File: config.mk
export PLATFORM = sky130hd
export DESIGN_NAME = sit_relate
export DESIGN_NICKNAME = d
export VERILOG_FILES = /design/src/rtl/core/sit_pkg.sv /design/src/rtl/core/sit_relate.sv
export SDC_FILE = /design/constraint.sdc
export NUM_CORES = 1
export LEC_CHECK = 0
export BUFFER_PORTS_ARGS = -buffer_cell sky130_fd_sc_hd__buf_2
export CORE_AREA = 2 2 207 209
export CTS_BUF_LIST = sky130_fd_sc_hd__clkbuf_4
export DETAILED_ROUTE_END_ITERATION = 10
export DIE_AREA = 0 0 209 211
export GPL_ROUTABILITY_DRIVEN = 0
export GPL_TIMING_DRIVEN = 0
export PLACE_DENSITY = 0.38
export SLEW_MARGIN = 20
export SYNTH_ARGS = -nofsm -noshare
export SYNTH_HDL_FRONTEND = slang
export SYNTH_SLANG_ARGS = --single-unit
File: constraint.sdc
create_clock -name i_clk -period 4.8 [get_ports i_clk]
set_clock_uncertainty 0.05 [all_clocks]
set_input_delay 0 -clock i_clk [delete_from_list [all_inputs] [get_ports i_clk]]
set_output_delay 0 -clock i_clk [all_outputs]
set_load 0.01 [all_outputs]
File: src/rtl/core/sit_pkg.sv
// sit_pkg: shared types and constants of the segment intersection test.
// No dependencies; imported by every module of the block.
`timescale 1ns / 1ps

package sit_pkg;

    // Width of every coordinate port; only the low COORD_WIDTH bits are used.
    localparam int FIELD_WIDTH = 32;

    // Bit positions in t_rel.on_box: which point lies in which bounding box.
    localparam int BOX_Q0_IN_P = 0;
    localparam int BOX_Q1_IN_P = 1;
    localparam int BOX_P0_IN_Q = 2;
    localparam int BOX_P1_IN_Q = 3;
    localparam int BOX_COUNT   = 4;

    // Orientation sign: positive is neg = 0 and zero = 0.
    typedef struct packed {
        logic neg;
        logic zero;
    } t_orient;

    // Endpoint relations and bounding box hits of one segment pair.
    typedef struct packed {
        logic                 degen;
        logic                 same_seg;
        logic                 shared_end;
        logic [BOX_COUNT-1:0] on_box;
    } t_rel;

endpackage

File: src/rtl/core/sit_relate.sv
// sit_relate: endpoint equality and bounding box checks, one register stage.
// Depends on sit_pkg (t_rel, box bit positions).
`timescale 1ns / 1ps

module sit_relate #(
    parameter int W = 32
) (
    input  logic                  i_clk,
    input  logic signed [W-1:0]   i_p0x,
    input  logic signed [W-1:0]   i_p0y,
    input  logic signed [W-1:0]   i_p1x,
    input  logic signed [W-1:0]   i_p1y,
    input  logic signed [W-1:0]   i_q0x,
    input  logic signed [W-1:0]   i_q0y,
    input  logic signed [W-1:0]   i_q1x,
    input  logic signed [W-1:0]   i_q1y,
    output sit_pkg::t_rel         o_rel
);
    import sit_pkg::*;

    t_rel n_rel;
    t_rel r_rel;

    // b inside the box spanned by a and c
    function automatic logic in_box(
        input logic signed [W-1:0] ax, input logic signed [W-1:0] ay,
        input logic signed [W-1:0] bx, input logic signed [W-1:0] by,
        input logic signed [W-1:0] cx, input logic signed [W-1:0] cy
    );
        logic x_ok;
        logic y_ok;
        x_ok = (ax < cx) ? (bx >= ax && bx <= cx) : (bx >= cx && bx <= ax);
        y_ok = (ay < cy) ? (by >= ay && by <= cy) : (by >= cy && by <= ay);
        return x_ok && y_ok;
    endfunction

    logic w_p0_p1, w_q0_q1, w_p0_q0, w_p1_q1, w_p0_q1, w_p1_q0;

    assign w_p0_p1 = (i_p0x == i_p1x) && (i_p0y == i_p1y);
    assign w_q0_q1 = (i_q0x == i_q1x) && (i_q0y == i_q1y);
    assign w_p0_q0 = (i_p0x == i_q0x) && (i_p0y == i_q0y);
    assign w_p1_q1 = (i_p1x == i_q1x) && (i_p1y == i_q1y);
    assign w_p0_q1 = (i_p0x == i_q1x) && (i_p0y == i_q1y);
    assign w_p1_q0 = (i_p1x == i_q0x) && (i_p1y == i_q0y);

    always_comb begin
        n_rel.degen      = w_p0_p1 || w_q0_q1;
        n_rel.same_seg   = (w_p0_q0 && w_p1_q1) || (w_p0_q1 && w_p1_q0);
        n_rel.shared_end = w_p0_q0 || w_p1_q1 || w_p0_q1 || w_p1_q0;
        n_rel.on_box[BOX_Q0_IN_P] = in_box(i_p0x, i_p0y, i_q0x, i_q0y, i_p1x, i_p1y);
        n_rel.on_box[BOX_Q1_IN_P] = in_box(i_p0x, i_p0y, i_q1x, i_q1y, i_p1x, i_p1y);
        n_rel.on_box[BOX_P0_IN_Q] = in_box(i_q0x, i_q0y, i_p0x, i_p0y, i_q1x, i_q1y);
        n_rel.on_box[BOX_P1_IN_Q] = in_box(i_q0x, i_q0y, i_p1x, i_p1y, i_q1x, i_q1y);
    end

    always_ff @(posedge i_clk) begin
        r_rel <= n_rel;
    end

    assign o_rel = r_rel;

endmodule

== Word level (Yosys, flattened, before mapping) ==
Cells that the tools add are included.
Operators by class
  order comparisons: 36
  eq/ne operators: 12
  muxes and demuxes: 8
  reduce and logical (&&, ||, !) cells: 33
Operators with widths (number)
  greater-or-equal comparator 32 bit: 16
  less-or-equal comparator 32 bit: 16
  equality test 32 bit: 12
  < comparator 32 bit: 4
  logical AND 1 bit: 28
  2-to-1 mux 1 bit: 8
  logical OR 1 bit: 5
Word-level totals
  bits in registers: 7
  input bits: 257

== Longest topological paths before layout ==
  depth after elaboration: 5
  gate-level depth with buffers: 10
  mapped depth without buffers: 10

== Worst setup path after synthesis ==
OpenSTA, ideal clock, no wires.
  kind: input port to flip-flop
  start point: in i_p1x[29]
  end point: reg r_rel, in the netlist o_rel[0]
  setup time: 0.095 ns
  arrival: 2.077 ns
  path slack: 2.577 ns
  cell stages on the path: 9
  cell sequence: inv_1 > ha_1 > nand3_1 > or4_4 > nor3_1 > a221oi_4 > xor2_1 > a22o_1 > a221oi_1
RTL lines
  start: declaration: RTL line sit_relate.sv:11  | input logic signed [W-1:0] i_p1x,
  end signal: assignment: RTL line sit_relate.sv:57  | r_rel <= n_rel;
  end: declaration: RTL line sit_relate.sv:22  | t_rel r_rel;

==> impl_metrics.json <==
{
  "fin_total_pwr_mw": 1.12,
  "worst-path-max-fanout": 3,
  "largest_register_ff_count": 7,
  "clock_sinks": 7,
  "synth_adder_area_share": 0.506,
  "yosys_register_bits": 7,
  "clock_pin_slew_reported_for_the_worst_setup_and_hold_paths_after_clock_tree_synthesis_ns": 0.05,
  "worst_setup_path_end_kind": "flop",
  "drc_errors": 0,
  "combinational_family_with_the_most_area_after_synthesis": "adder cells",
  "cp-startpoint": "i_q1x[30]",
  "synth_largest_type_area_fraction": 0.506,
  "post-cts-setup-buffers": 0,
  "number_of_iterations_in_the_first_detailed_routing_pass": 5,
  "layoutNonFillerInstCount": 2040,
  "data_required_time_at_the_worst_endpoint_ns": 4.91,
  "via_count_of_the_first_global_routing_pass": 10100,
  "placed_instance_area_um2": 11500,
  "tns_ns": 0,
  "synth_sequential_area_ratio": 0.0148,
  "synth_warnings": 0,
  "cts_inserted_buffers": 3,
  "grt_overflow": 0,
  "slew_headroom": 0.407,
  "post_detailed_placement_half_perimeter_wirelength_um": 35100,
  "ctsHtreeMaxLevel": 1,
  "final_max_slew_viol_count": 0,
  "post_synth_num_cell_types": 55,
  "period_share": 0.613,
  "setup.worst_path.start_class": "primary input",
  "worst-endpoint-arrival_ns": 3.05,
  "syn-num-nets": 1874,
  "unrepaired_setup_endpoints_after_global_routing": "no",
  "vias": 9714,
  "drtIter0Drc": 377,
  "syn_area_per_cell_um2": 7.70,
  "synthMuxAreaShare": 0.00211,
  "synthCells": 1233,
  "synth_compound_gate_area_share": 0.206,
  "cap_violations": 0,
  "placed_cells": 2035,
  "antenna_found_initial": 3,
  "wl_per_cell_um": 18.2,
  "global_route_wire_length_before_repair_um": 57200,
  "status": "finished, final reports clean",
  "port_buffers": 263,
  "power.static_leakage_nw": 6.36,
  "floorplan.die.width_um": 209,
  "grt_max_degree": 5,
  "ctsRootBufferMaster": "clkbuf_4",
  "layout.core_utilization": 0.276,
  "setup_violations_final": 0,
  "grt_usage": 0.168,
  "count_of_hold_fix_buffers_inserted_at_cts": 0,
  "power.density_cell_area_nw_per_um2": 97.3,
  "cts_tree": "yes",
  "postSynth.asyncResetShare": 0,
  "criticalPathCategory": "primary input to flop",
  "min_period_ns": 2.94,
  "post_route_cells_drive_above_1_share": 0.189,
  "syn-cell-area_um2": 9490,
  "max_clock_freq_mhz": 340,
  "die-area_um2": 44100,
  "synth_enable_flop_cells": 0,
  "synth_top_cell_by_area": "ha_1",
  "postRouteAntennaNets": 0,
  "core_area_um2": 41800,
  "boundaryPins": 264,
  "holdPathStages": 6,
  "yosys.area_share.xor_xnor": 0.0148,
  "ctsLongestPathBuffers": 2,
  "worst_slew_pin_slew_ns": 0.881,
  "hold_violation_count_in_the_final_report": 0,
  "dieHeight_um": 211,
  "post_synth_and_or_nand_nor_area_fraction": 0.176,
  "num_rows": 75,
  "starting_density": 0.227,
  "synth.top_cells.by_area": "ha_1 (51%), inv_1 (8.0%), a21oi_1 (7.5%)",
  "vdd_ir_drop_max_mv": 0.0508,
  "cp-endpoint": "o_rel[3]",
  "kind_of_path_behind_the_tightest_hold_check": "primary input to flop",
  "syn_to_final_growth_pct": 21.4,
  "postCtsResizedCells": 0,
  "postLayoutCellArea_um2": 11500,
  "drt-vias-per-instance": 4.76,
  "synth_ff_type": "dfxtp_1",
  "nets": 2142,
  "drt-total-wl_um": 37200
}
==> worst min-delay path by stage <==
| stage | start | endpoint | slack, ns |
|---|---|---|---|
| after floorplan | o_rel[0] | o_rel[0] | 0.25 |
| after global placement | o_rel[0] | o_rel[0] | 0.39 |
| after detailed placement | o_rel[2] | o_rel[2] | 0.39 |
| after CTS | i_q0y[16] | o_rel[6] | 0.39 |
| after global routing | i_q0y[16] | o_rel[6] | 0.43 |
| final | i_q0y[16] | o_rel[6] | 0.39 |
==> logic make-up after synthesis <==
kind of cell	after synthesis
AO/OA/AOI/OAI	304
XOR/XNOR	16
adder cells (fa/ha/maj)	384
buffers and inverters	202
flip-flops	7
multiplexers	2
AND/OR/NAND/NOR	318
==> metrics by stage <==
stage / hold WS, ns / setup WS, ns
floorplan: 0.254 / 2.58
global placement: 0.391 / 1.51
detailed placement: 0.386 / 1.51
CTS: 0.389 / 1.76
global route: 0.435 / 1.70
finish: 0.390 / 1.86
==> worst max-delay path, cell delays in order <==
cell      delay, ns
buf_2          0.08
inv_1          0.07
ha_1           0.33
nand4_1        0.16
nor4_1         0.80
nand4_1        0.39
a31oi_1        0.37
a211oi_1       0.15
xor2_1         0.19
a22o_1         0.31
a221oi_2       0.18
==> cell usage after synthesis, drive strengths merged (2+ instances only) <==
cell / number
dfxtp: 7
a221oi: 13
nor2b: 13
nor2: 36
a211oi: 18
o21bai: 2
o21ai: 36
a21bo: 2
and2: 3
or4: 6
o211ai: 10
nor3: 19
o211a: 2
nand2b: 4
a21oi: 144
a22oi: 2
o22ai: 4
xor2: 8
mux2i: 2
ha: 384
inv: 202
nor3b: 2
or4b: 2
xnor2: 8
o2111ai: 4
a22o: 5
nand3: 42
nor4: 15
and4: 9
a21o: 31
o21a: 8
a21boi: 5
nand4: 72
a31oi: 4
nand3b: 5
o2bb2ai: 3
nand2: 88
a221o: 3
==> routing by layer <==
layer | global-route usage | routed length (µm)
met5 | 0 | 24
met4 | 0.0217 | 417
met3 | 0.0129 | 1090
met2 | 0.307 | 18100
met1 | 0.219 | 17600
==> report_power, final <==
| part | internal (mW) | switching (mW) | leakage [nW] | total [mW] |
|---|---|---|---|---|
| clock network | 0.0373 | 0.0201 | 0.0184 | 0.0574 |
| registers | 0.0631 | 0.00367 | 0.0567 | 0.0668 |
| logic | 0.421 | 0.576 | 6.29 | 0.997 |
==> placed cells by master (no fill, tap or decap), drive strengths merged, types with 3 or more instances in the layout <==
master,netlist,routed
dfxtp,7,7
xnor2,8,8
a21o,31,31
nand3,42,42
xor2,8,8
nor2b,13,13
o2111ai,4,4
nor3,19,19
o2bb2ai,3,3
buf,0,263
nand2b,4,4
a21boi,5,5
and2,3,3
nor4,15,15
o22ai,4,4
o21ai,36,36
a221o,3,3
a221oi,13,13
clkbuf,0,4
and4,9,9
ha,384,384
nand2,88,88
o211ai,10,10
nand3b,5,5
inv,202,202
a211oi,18,18
or4,6,6
a21oi,144,144
a31oi,4,4
nor2,36,36
a22o,5,5
o21a,8,8
nand4,72,72
==> final cells by class <==
cell class / count / area (µm²)
diodes: 1 / 2.50
multi-input cells: 1024 / 8600
fillers: 4630 / 30200
flip-flops and latches: 7 / 140
clock buffers: 4 / 30.0
well taps: 539 / 674
repair buffers: 263 / 1320
inverters: 202 / 758
Note: power is estimated with default switching activity, not from simulation.
